File: src/rtl/c3zpf_pkg.sv
package c3zpf_pkg;

  localparam int unsigned MaxColsDef   = 2048;
  localparam int unsigned MaxRowsDef   = 2048;
  localparam int unsigned PixelBitsDef = 8;

  localparam int unsigned PixInW  = 8;
  localparam int unsigned ValueW  = 13;
  localparam int unsigned CfgW    = 12;
  localparam int unsigned CfgIdxW = 2;

  localparam logic signed [ValueW-1:0] ValueMax = 13'sd4095;
  localparam logic signed [ValueW-1:0] ValueMin = -13'sd4096;

  typedef enum logic [CfgIdxW-1:0] {
    RegFilterSel = 2'd0,
    RegFrameRows = 2'd1,
    RegFrameCols = 2'd2
  } cfg_reg_e;

  localparam logic [1:0] FiltGauss = 2'd0;
  localparam logic [1:0] FiltGradX = 2'd1;
  localparam logic [1:0] FiltGradY = 2'd2;

  localparam logic [1:0]      FilterRst = FiltGauss;
  localparam logic [CfgW-1:0] RowsRst   = 12'd480;
  localparam logic [CfgW-1:0] ColsRst   = 12'd640;

  // queue between the window stage and the kernel stage
  localparam int unsigned QueueDepth = 4;
  localparam int unsigned QueueLvlW  = $clog2(QueueDepth + 1);

  typedef struct packed {
    logic                 empty;
    logic [QueueLvlW-1:0] level;
  } q_stat_t;

  typedef logic signed [4:0] tap_t;

  // rows top..bottom, columns left..right
  localparam tap_t GaussTaps [3][3] = '{
    '{5'sd1, 5'sd2, 5'sd1},
    '{5'sd2, 5'sd4, 5'sd2},
    '{5'sd1, 5'sd2, 5'sd1}
  };
  localparam tap_t GradXTaps [3][3] = '{
    '{5'sd3,  5'sd0, -5'sd3},
    '{5'sd10, 5'sd0, -5'sd10},
    '{5'sd3,  5'sd0, -5'sd3}
  };
  localparam tap_t GradYTaps [3][3] = '{
    '{5'sd3,  5'sd10,  5'sd3},
    '{5'sd0,  5'sd0,   5'sd0},
    '{-5'sd3, -5'sd10, -5'sd3}
  };

  function automatic tap_t kernel_tap(logic [1:0] sel, int r, int c);
    tap_t t;
    unique case (sel)
      FiltGauss: t = GaussTaps[r][c];
      FiltGradX: t = GradXTaps[r][c];
      FiltGradY: t = GradYTaps[r][c];
      default:   t = '0;
    endcase
    return t;
  endfunction

endpackage

File: src/rtl/c3zpf_queue.sv
module c3zpf_queue #(
  parameter int unsigned DW = 9 * c3zpf_pkg::PixelBitsDef + 1
) (
  input  logic                clk_i,
  input  logic                rst_ni,
  input  logic                push_i,
  input  logic [DW-1:0]       push_data_i,
  input  logic                pop_i,
  output logic [DW-1:0]       head_o,
  output c3zpf_pkg::q_stat_t  stat_o
);

  localparam int unsigned Depth = c3zpf_pkg::QueueDepth;
  localparam int unsigned PtrW  = $clog2(Depth);
  localparam int unsigned LvlW  = c3zpf_pkg::QueueLvlW;

  logic [DW-1:0]   mem_q [Depth];
  logic [PtrW-1:0] wr_ptr_q, rd_ptr_q;
  logic [LvlW-1:0] level_q;

  always_ff @(posedge clk_i or negedge rst_ni) begin
    if (!rst_ni) begin
      wr_ptr_q <= '0;
      rd_ptr_q <= '0;
      level_q  <= '0;
    end else begin
      if (push_i) begin
        wr_ptr_q <= (wr_ptr_q == PtrW'(Depth - 1)) ? '0 : wr_ptr_q + PtrW'(1);
      end
      if (pop_i) begin
        rd_ptr_q <= (rd_ptr_q == PtrW'(Depth - 1)) ? '0 : rd_ptr_q + PtrW'(1);
      end
      case ({push_i, pop_i})
        2'b10:   level_q <= level_q + LvlW'(1);
        2'b01:   level_q <= level_q - LvlW'(1);
        default: level_q <= level_q;
      endcase
    end
  end

  always_ff @(posedge clk_i) begin
    if (push_i) begin
      mem_q[wr_ptr_q] <= push_data_i;
    end
  end

  assign head_o       = mem_q[rd_ptr_q];
  assign stat_o.level = level_q;
  assign stat_o.empty = level_q == '0;

endmodule

File: config.mk
export PLATFORM = sky130hd
export DESIGN_NAME = c3zpf_queue
export DESIGN_NICKNAME = d
export VERILOG_FILES = /design/src/rtl/c3zpf_pkg.sv /design/src/rtl/c3zpf_queue.sv
export SDC_FILE = /design/constraint.sdc
export NUM_CORES = 1
export LEC_CHECK = 0
export ABC_AREA = 1
export BUFFER_PORTS_ARGS = -buffer_cell sky130_fd_sc_hd__buf_4
export CORE_MARGIN = 1.5
export CORE_UTILIZATION = 64
export CTS_BUF_LIST = sky130_fd_sc_hd__clkbuf_4 sky130_fd_sc_hd__clkbuf_8
export DETAILED_ROUTE_END_ITERATION = 12
export PLACE_DENSITY = 0.87
export REMOVE_ABC_BUFFERS = 1
export SLEW_MARGIN = 0
export SYNTH_ARGS = -nofsm -noshare
export SYNTH_HDL_FRONTEND = slang
export SYNTH_SLANG_ARGS = --single-unit
File: constraint.sdc
create_clock -name clk_i -period 6.2 [get_ports clk_i]
set_input_delay 1.55 -clock clk_i [delete_from_list [all_inputs] [get_ports clk_i]]
set_output_delay 1.55 -clock clk_i [all_outputs]
set_load 0.005 [all_outputs]
==> summary.txt, run 1 <==
Outcome
  – Status: finished clean

Floorplanning
  – FP Rows: 50
  – Die area: 19670 sq um
  – Initial Util: 0.6488
  – Die width: 140.2 um
  – IO Pins: 154
  – Die height: 140.2 um
  – Placeable Area: 18580 sq um

Synthesis
  – Yosys warns: 0
  – Synth Instances: 905
  – Post-Synth XOR/XNOR Area: 0.0007266
  – Synth Area in Simple Gates: 0.07422
  – Register bit count reported by yosys: 299
  – Mean Syn Cell Area: 13.32 sq um
  – Adder-cell share of the synthesized area: 0.007889
  – Multiplexer area fraction after synthesis: 0
  – Area fraction in compound gates after synthesis: 0.09300
  – Post-Synthesis Cell Area: 12050 sq um
  – Largest family of logic cells by synthesized area: compound AO/OA/AOI/OAI gates
  – Register area share after synthesis: 0.7420
  – Synth cell types: 17

Timing
  – Slew HR: 0.3243
  – Worst setup margin: 1852 ps
  – Minimum clock period: 4348 ps
  – Slew Viols, Final: 0
  – Max Clock Freq: 230.0 MHz
  – Max Clock Skew: 11.15 ps
  – Sum Neg Setup Slack: 0 ps
  – Least-Margin Pin Slew: 1014 ps
  – Unrepaired setup endpoints after global routing: false
  – WHS: 532.2 ps
  – Final setup vio count: 0
  – Final critical-path share of the clock period: 0.7013
  – Hold Fails Final Rpt: 0

GRT
  – GR Layer Usage met2: 0.4125
  – GRT Overall Usage: 0.2336
  – Vias in the first global route: 7273
  – Global-route wire length before repair: 35320 um
  – Met1 Usage GRT: 0.2746
  – GRT Residual Overflow: 0
  – Initial antenna violation count: 0
  – Layer with the highest usage: met2
  – Largest net degree at the start of global routing: 206
  – Routing usage on met3: 0.05880

Power
  – Overall power: 6.209 mW
  – Total net switching power: 1.944 mW
  – PwrDens: 440.7 nW/um^2
  – Switch share: 0.3130
  – Pint: 4.266 mW
  – Clock group share of total power: 0.256
  – Flop pwr share: 0.432
  – Worst VDD drop: 0.0003731 V
  – Gate power share: 0.311
  – Leak pwr: 5.782 nW

Setup path
  – WP data arrival: 2800 ps
  – CP Max Fanout: 205
  – Critical path class: reg -> out
  – CP startpoint kind: flop
  – Worst setup EP type: output pin
  – Worst EP required: 4650 ps

Cells and area
  – # nets final: 1148
  – Final instance area: 14090 sq um
  – Fillers: 1099
  – Synth-to-Final Area Change: 16.88%
  – Inserted Diodes: 0
  – Fin cells: 1332
  – Util after Layout: 0.7582
  – Share of post-route cells with drive strength above 1: 0.2158

Clocking
  – Clock Latency Late Sink: 530 ps
  – Hold-fix buffers, CTS: 0
  – Root buf cell: clkbuf_8
  – CTS resizes: 0
  – CTS H-tree depth: 2
  – CTS tree: done
  – Reg clk slew, reported paths: 70 ps
  – Post-CTS Setup Inserts: 0
  – CTS buffer count: 45
  – Clock Sinks: 299
  – CTS max path bufs: 3

Drt
  – Vias per inst: 5.386
  – Iteration-0 DRC Markers: 426
  – Via count: 7174
  – Total Wirelength: 22340 um
  – Avg WL per Cell: 16.77 um
  – Final ANT Viol Nets: 0
  – DRC violations left: 0
  – Initial DRT Pass Iterations: 5

Place
  – Cell Count Post-Placement: 1251
  – Place WS: 2459 ps
  – Placed wire-length estimate: 12280 um
  – RD Place Congestion: 0.7323
  – Placed Area: 13180 sq um
  – Port-buffer cells: 153

Min path
  – Class of the worst hold path: reg -> reg

Job
  – MaxCap Viol Count: 0
critical path: stages, from the launching register on:
cell      delay [ps]
dfrtp_1          460
inv_8            720
buf_4            510
nand2_1          120
o211ai_1         120
nand2_1           90
buf_4            150
final cells by class:
class                      count  area [sq um]  share of cell area
inverter                     161         616.8             0.04378
multi-input combinational    396          2120              0.1504
sequential                   299          8945              0.6349
tap                          234         292.8             0.02078
clock buffer                  61         770.7             0.05471
clock inverter                20         135.1            0.009592
timing repair buffer         161          1209             0.08579
cells in the mapped netlist:
master    number  area (sq um)
o21ai_0        5         25.02
clkbuf_1       2         7.510
xnor2_1        1         8.760
buf_6         23         259.0
nor2_1         2         7.510
nand4_1        1         6.260
nand3_1        1         5.000
buf_2         24         120.1
o211ai_1     146          1096
nand2_1      232         870.8
edfxtp_1     292          8768
inv_1        160         600.6
nor3_1         1         5.000
dfrtp_1        7         175.2
inv_2          1         3.750
fa_1           1         20.02
ha_1           6         75.07
cell families (layout without fill, tap and decap cells):
family	count (synthesis)	count (layout)
simple gates	237	237
fa+ha+maj	7	7
compound gates	151	151
buf+inv	210	403
xor+xnor	1	1
flops	299	299
layout by cell type (no fill, tap or decap), drive strengths merged:
cell	n
nor3	1
nand3	1
dfrtp	7
nand2	232
ha	6
edfxtp	292
o211ai	146
nor2	2
o21ai	5
clkbuf	61
buf	161
bufinv	2
nand4	1
fa	1
clkinv	22
inv	157
xnor2	1
power groups by stage:
stage	combinational [mW]	clock (mW)	sequential (mW)
after floorplan	1.00	0	2.76
after global placement	1.88	0	2.71
after detailed placement	1.94	0	2.72
after CTS	1.95	1.62	2.69
after global routing	2.14	1.70	2.71
final	1.93	1.59	2.68
path summary, 6_finish.rpt:
check	start	end	slack, ps	depth (start not counted)
max in group asynchronous	rst_ni	rd_ptr_q[1]$_DFFE_PN0P_	5240	1
setup reg to reg	wr_ptr_q[0]$_DFFE_PN0P_	mem_q[2][47]$_DFFE_PP_	3850	5
hold reg to reg	level_q[0]$_DFFE_PN0P_	level_q[0]$_DFFE_PN0P_	530	1
hold / removal	level_q[0]$_DFFE_PN0P_	level_q[0]$_DFFE_PN0P_	530	1
min in group asynchronous	rst_ni	level_q[1]$_DFFE_PN0P_	810	1
setup / recovery	rd_ptr_q[0]$_DFFE_PN0P_	head_o[26]	1850	6
metal layers:
metal	vias up	part of all wire	routed length [um]
met5	-	0	0
met4	0	0.027	603
met3	55	0.074	1664
met2	244	0.51	11460
met1	3402	0.39	8610
li1	3473	-	-
flip-flops by register name (all words and copies together) (netlist names):
name	flops
rd_ptr_q	2
wr_ptr_q	2
level_q	3
mem_q	292
(Power assumes the default switching activity.)
==> inputs of run 2 (changes only) <==
- CORE_UTILIZATION: 64 -> 60
- PLACE_DENSITY: 0.87 -> 0.82
- clock period: 6.2 -> 4.1 ns (I/O delays scaled with it)
==> summary.txt, run 2 (synthesized netlist as in run 1, its figures left out) <==
Timing
  – Max Clock Skew: 29.55 ps (was 11.15 ps)
  – Hold Fails Final Rpt: 0 (unchanged)
  – Minimum clock period: 3378 ps
  – Slew HR: 0.3981 (was 0.3243)
  – Final setup vio count: 0 (unchanged)
  – Least-Margin Pin Slew: 901.8 ps (was 1014 ps)
  – Unrepaired setup endpoints after global routing: false (unchanged)
  – Final critical-path share of the clock period: 0.8239
  – Worst setup margin: 721.8 ps (was 1852 ps)
  – WHS: 284.3 ps (was 532.2 ps)
  – Slew Viols, Final: 0 (unchanged)
  – Sum Neg Setup Slack: 0 ps (unchanged)
  – Max Clock Freq: 296.0 MHz

Clocking
  – Post-CTS Setup Inserts: 0 (unchanged)
  – CTS max path bufs: 3 (unchanged)
  – CTS H-tree depth: 2 (unchanged)
  – Clock Latency Late Sink: 550 ps (was 530 ps)
  – Root buf cell: clkbuf_8 (unchanged)
  – Hold-fix buffers, CTS: 0 (unchanged)
  – CTS tree: done (unchanged)
  – CTS resizes: 0 (unchanged)
  – CTS buffer count: 45 (unchanged)
  – Clock Sinks: 299 (unchanged)
  – Reg clk slew, reported paths: 60 ps (was 70 ps)

Floorplanning
  – Initial Util: 0.6153 (was 0.6488)
  – Die area: 20950 sq um (was 19670 sq um)
  – Die height: 144.7 um (was 140.2 um)
  – IO Pins: 154 (unchanged)
  – FP Rows: 51 (was 50)
  – Die width: 144.7 um (was 140.2 um)
  – Placeable Area: 19590 sq um (was 18580 sq um)

Setup path
  – WP data arrival: 2350 ps (was 2800 ps)
  – Critical path class: reg -> out (unchanged)
  – Critical-path cell list: inv_8, buf_12, nand2_1, o211ai_1, nand2_1, buf_4 (was inv_8, buf_4, nand2_1, o211ai_1, nand2_1, buf_4)
  – Critical R2R Launch: wr_ptr_q[0]$_DFFE_PN0P_ (unchanged)
  – Worst EP required: 3070 ps (was 4650 ps)
  – Critical Path Max Stage Delay: 480 ps (was 720 ps)
  – Slowest cell on the critical path: inv_8 (unchanged)
  – Flop2flop setup slack: 1860 ps (was 3850 ps)
  – Reg2reg path depth: 5 (unchanged)
  – Critical Path End: head_o[50] (was head_o[26])
  – Most frequent CP cell: nand2_1
  – Crit. Startpoint: rd_ptr_q[0]$_DFFE_PN0P_ (unchanged)
  – Worst setup EP type: output pin (unchanged)
  – CP Max Fanout: 117 (was 205)
  – R2R Path End: mem_q[2][15]$_DFFE_PP_ (was mem_q[2][47]$_DFFE_PP_)
  – CP startpoint kind: flop (unchanged)

Cells and area
  – Commonest non-fill, non-tap cells in the layout: edfxtp_1 (292), nand2_1 (232), buf_4 (165), inv_1 (155), o211ai_1 (146) (was edfxtp_1 (292), nand2_1 (232), buf_4 (161), inv_1 (155), o211ai_1 (146))
  – Fin cells: 1367 (was 1332)
  – Top reg by flops: mem_q (unchanged)
  – Share of post-route cells with drive strength above 1: 0.2223 (was 0.2158)
  – # nets final: 1155 (was 1148)
  – Max FFs per register: 292 (unchanged)
  – Synth-to-Final Area Change: 17.57% (was 16.88%)
  – Inserted Diodes: 0 (unchanged)
  – Most common cell after layout, fill and taps aside: edfxtp_1 (unchanged)
  – Biggest regs: mem_q x292, level_q x3 (unchanged)

Drt
  – Initial DRT Pass Iterations: 5 (unchanged)
  – Vias per inst: 5.229 (was 5.386)
  – Total Wirelength: 22200 um (was 22340 um)
  – Iteration-0 DRC Markers: 439 (was 426)
  – Final ANT Viol Nets: 0 (unchanged)
  – Via count: 7148 (was 7174)
  – DRC violations left: 0 (unchanged)
  – Avg WL per Cell: 16.24 um (was 16.77 um)

GRT
  – Initial antenna violation count: 0 (unchanged)
  – Vias in the first global route: 6863 (was 7273)
  – GRT Overall Usage: 0.2207 (was 0.2336)
  – Largest net degree at the start of global routing: 118 (was 206)
  – GRT Residual Overflow: 0 (unchanged)
  – Global-route wire length before repair: 34530 um (was 35320 um)

Outcome
  – Status: finished clean (unchanged)

Place
  – Placed wire-length estimate: 13390 um (was 12280 um)
  – Port-buffer cells: 153 (unchanged)
  – RD Place Congestion: 0.7203 (was 0.7323)
  – Place WS: 1293 ps (was 2459 ps)
  – Cell Count Post-Placement: 1289 (was 1251)

Power
  – Leak pwr: 5.809 nW (was 5.782 nW)
  – Worst VDD drop: 0.0003980 V (was 0.0003731 V)
  – PwrDens: 658.4 nW/um^2 (was 440.7 nW/um^2)

Min path
  – Class of the worst hold path: in -> async (was reg -> reg)

Job
  – MaxCap Viol Count: 0 (unchanged)
[run 2: where the power goes]
group          internal, mW  switching (mW)
sequential             3.92           0.148
clock                  1.26            1.04
combinational          1.22            1.73
[run 2: worst min path at each step]
stage                                start  slack [ps]  cells after the start                 endpoint
floorplan           level_q[2]$_DFFE_PN0P_         500                      2   level_q[2]$_DFFE_PN0P_
global placement    level_q[2]$_DFFE_PN0P_         510                      2   level_q[2]$_DFFE_PN0P_
detailed placement  level_q[0]$_DFFE_PN0P_         530                      1   level_q[0]$_DFFE_PN0P_
CTS                                 rst_ni         260                      1  rd_ptr_q[1]$_DFFE_PN0P_
global route                        rst_ni         260                      1   level_q[1]$_DFFE_PN0P_
finish                              rst_ni         280                      1   level_q[1]$_DFFE_PN0P_
[run 2: per-stage QoR]
step	utilization	instance area [sq um]	total power [mW]
2_1_floorplan	-	11670	5.680
3_3_place_gp	0.6795	13310	7.020
3_5_place_dp	0.6795	13310	7.128
4_1_cts	0.7234	14170	9.430
5_1_grt	0.7234	14170	9.910
6_report	0.7234	14170	9.331
[run 2: layer usage]
metal | routed length, um | part of all wire | GRT usage
met2 | 11100 | 0.50 | 0.3747
met5 | 0 | 0 | 0
met3 | 1723 | 0.078 | 0.05528
met4 | 522 | 0.024 | 0.07762
met1 | 8858 | 0.40 | 0.2781
[run 2: cell type report]
class / instances / area (sq um)
Timing Repair Buffer: 168 / 1299
Inverter: 161 / 616.8
Clock buffer: 61 / 758.2
Sequential cell: 299 / 8945
Multi-Input combinational cell: 396 / 2120
Clock inverter: 17 / 102.6
Tap cell: 265 / 331.6
Fill cell: 1257 / 5418
[run 2: critical path, delay by kind of cell, from the launching register on]
kind	cells	cell delay, ps
flops	1	450
simple gates	2	180
buf+inv	3	1000
compound gates	1	130
==> inputs of run 3 (changes only) <==
- clock period: 4.1 -> 3.38 ns (I/O delays scaled with it)
==> summary.txt, run 3 (synthesized netlist as in run 1, its figures left out) <==
GRT
  – GRT Overall Usage: 0.2170 (was 0.2207)
  – Vias in the first global route: 7034 (was 6863)
  – Met1 Usage GRT: 0.2730 (was 0.2781)
  – Initial antenna violation count: 0 (unchanged)
  – Layer with the highest usage: met2 (unchanged)
  – GRT Residual Overflow: 0 (unchanged)
  – Largest net degree at the start of global routing: 76 (was 118)
  – Routing usage on met3: 0.05002 (was 0.05528)
  – GR Layer Usage met2: 0.3757 (was 0.3747)
  – Global-route wire length before repair: 34400 um (was 34530 um)

Floorplanning
  – Die height: 144.7 um (unchanged)
  – Die width: 144.7 um (unchanged)
  – FP Rows: 51 (unchanged)
  – Placeable Area: 19590 sq um (unchanged)
  – IO Pins: 154 (unchanged)
  – Die area: 20950 sq um (unchanged)
  – Initial Util: 0.6153 (unchanged)

Clocking
  – CTS buffer count: 45 (unchanged)
  – CTS tree: done (unchanged)
  – CTS H-tree depth: 2 (unchanged)
  – Hold-fix buffers, CTS: 0 (unchanged)
  – Clock Sinks: 299 (unchanged)
  – Clock Latency Late Sink: 540 ps (was 550 ps)
  – Post-CTS Setup Inserts: 0 (unchanged)
  – Root buf cell: clkbuf_8 (unchanged)
  – Reg clk slew, reported paths: 60 ps (about the same)
  – CTS resizes: 0 (unchanged)
  – CTS max path bufs: 3 (unchanged)

Setup path
  – Slowest cell on the critical path: dfrtp_1 (was inv_8)
  – WP data arrival: 2210 ps (was 2350 ps)
  – Flop2flop setup slack: 1380 ps (was 1860 ps)
  – Critical path class: reg -> out (unchanged)
  – Critical Path End: head_o[16] (was head_o[50])
  – Critical Path Max Stage Delay: 460 ps (was 480 ps)
  – Worst setup EP type: output pin (unchanged)
  – CP startpoint kind: flop (unchanged)
  – Worst EP required: 2530 ps (was 3070 ps)
  – CP Max Fanout: 75 (was 117)
  – Critical-path cell list: inv_8, buf_4, nand2_1, o211ai_1, nand2_1, buf_4 (was inv_8, buf_12, nand2_1, o211ai_1, nand2_1, buf_4)
  – R2R Path End: mem_q[1][7]$_DFFE_PP_ (was mem_q[2][15]$_DFFE_PP_)
  – Reg2reg path depth: 5 (unchanged)
  – Crit. Startpoint: rd_ptr_q[0]$_DFFE_PN0P_ (unchanged)
  – Critical R2R Launch: wr_ptr_q[1]$_DFFE_PN0P_ (was wr_ptr_q[0]$_DFFE_PN0P_)

Timing
  – Hold Fails Final Rpt: 0 (unchanged)
  – Least-Margin Pin Slew: 1098 ps (was 901.8 ps)
  – Minimum clock period: 3055 ps
  – Sum Neg Setup Slack: 0 ps (unchanged)
  – Unrepaired setup endpoints after global routing: false (unchanged)
  – Max Clock Freq: 327.3 MHz
  – Final setup vio count: 0 (unchanged)
  – Final critical-path share of the clock period: 0.9039
  – Slew HR: 0.2681 (was 0.3981)
  – Slew Viols, Final: 0 (unchanged)
  – Max Clock Skew: 16.46 ps (was 29.55 ps)

Cells and area
  – # nets final: 1152 (was 1155)
  – Final instance area: 14180 sq um (was 14170 sq um)
  – Inserted Diodes: 0 (unchanged)
  – Fin cells: 1368 (was 1367)
  – Area of the multi-input gates: 2120 sq um (unchanged)
  – Commonest non-fill, non-tap cells in the layout: edfxtp_1 (292), nand2_1 (232), buf_4 (160), inv_1 (155), o211ai_1 (146) (was edfxtp_1 (292), nand2_1 (232), buf_4 (165), inv_1 (155), o211ai_1 (146))
  – Most common cell after layout, fill and taps aside: edfxtp_1 (unchanged)
  – Share of post-route cells with drive strength above 1: 0.2212 (was 0.2223)
  – Fillers: 1288 (was 1257)
  – Max FFs per register: 292 (unchanged)
  – Top reg by flops: mem_q (unchanged)
  – Synth-to-Final Area Change: 17.67% (was 17.57%)
  – Biggest regs: mem_q x292, level_q x3 (unchanged)
  – Register area: 8945 sq um (unchanged)

Place
  – RD Place Congestion: 0.7348 (was 0.7203)
  – Placed wire-length estimate: 12750 um (was 13390 um)
  – Cell Count Post-Placement: 1286 (was 1289)
  – Port-buffer cells: 153 (unchanged)
  – Placed Area: 13310 sq um (about the same)

Drt
  – Iteration-0 DRC Markers: 541 (was 439)
  – Via count: 7069 (was 7148)
  – Initial DRT Pass Iterations: 5 (unchanged)
  – Final ANT Viol Nets: 0 (unchanged)
  – Avg WL per Cell: 16.00 um (was 16.24 um)
  – Total Wirelength: 21890 um (was 22200 um)
  – DRC violations left: 0 (unchanged)
  – Vias per inst: 5.167 (was 5.229)

Job
  – MaxCap Viol Count: 0 (unchanged)

Power
  – Switch share: 0.3114 (was 0.3138)
  – Overall power: 11.31 mW (was 9.331 mW)
  – Worst VDD drop: 0.0004269 V (was 0.0003980 V)
  – Gate power share: 0.320 (was 0.317)
  – Flop pwr share: 0.434 (was 0.436)
  – PwrDens: 797.5 nW/um^2 (was 658.4 nW/um^2)
  – Pint: 7.789 mW (was 6.403 mW)
  – Clock group share of total power: 0.246 (was 0.247)
  – Leak pwr: 5.806 nW (was 5.809 nW)
  – Total net switching power: 3.522 mW (was 2.927 mW)

Outcome
  – Status: finished clean (unchanged)

Min path
  – Class of the worst hold path: in -> async (unchanged)
## run 3: cell count changes in the layout (fill, tap and decap cells not counted), sizes merged
| cell | before | now |
|---|---|---|
| clkinv | 19 | 15 |
| clkbuf | 61 | 70 |
| buf | 168 | 165 |
| bufinv | 1 | 0 |
## run 3: stage by stage
step / hold slack (ps) / utilization / setup WS (ps)
3_3_place_gp: 514.0 / 0.6796 / 951.5
4_1_cts: 92.73 / 0.7240 / 283.4
2_1_floorplan: 503.9 / - / -476.9
3_5_place_dp: 516.2 / 0.6796 / 878.5
6_report: 121.3 / 0.7240 / 325.0
5_1_grt: 96.56 / 0.7240 / 130.2
## run 3: cell type report
cell class	count	share of cell area
repair buffers	165	0.09174
multi-input cells	396	0.1494
flip-flops and latches	299	0.6306
inverters	161	0.04349
well taps	265	0.02338
clock inverters	12	0.003529
clock buffers	70	0.05778
## run 3: worst max-delay path: cells and delay by family, from the launching register on
kind	cells	cell delay, ps
and+or+nand+nor	2	190
AOI/OAI and AO/OA	1	110
DFF	1	460
buffers and inverters	3	900
## run 3: per-layer routing
metal	up-vias	wire, um	part of all wire
met3	38	1389	0.063
met1	3337	8980	0.41
met4	0	463	0.021
met2	209	11060	0.51
met5	-	0	0
li1	3485	-	-
## run 3: power groups by stage
stage	Sequential (mW)	Clock, mW	Combinational, mW
finish	4.91	2.78	3.62
global route	4.96	3.01	4.06
global placement	4.96	0	3.57
detailed placement	4.99	0	3.67
floorplan	5.06	0	1.83
CTS	4.92	2.84	3.68
## run 3: worst min-delay path by stage
stage	startpoint	to	slack, ps	cells after the start
3_3_place_gp	level_q[2]$_DFFE_PN0P_	level_q[2]$_DFFE_PN0P_	510	2
5_1_grt	rst_ni	rd_ptr_q[1]$_DFFE_PN0P_	100	1
2_1_floorplan	level_q[2]$_DFFE_PN0P_	level_q[2]$_DFFE_PN0P_	500	2
3_5_place_dp	level_q[2]$_DFFE_PN0P_	level_q[2]$_DFFE_PN0P_	520	2
6_report	rst_ni	rd_ptr_q[1]$_DFFE_PN0P_	120	1
4_1_cts	rst_ni	wr_ptr_q[0]$_DFFE_PN0P_	90	1
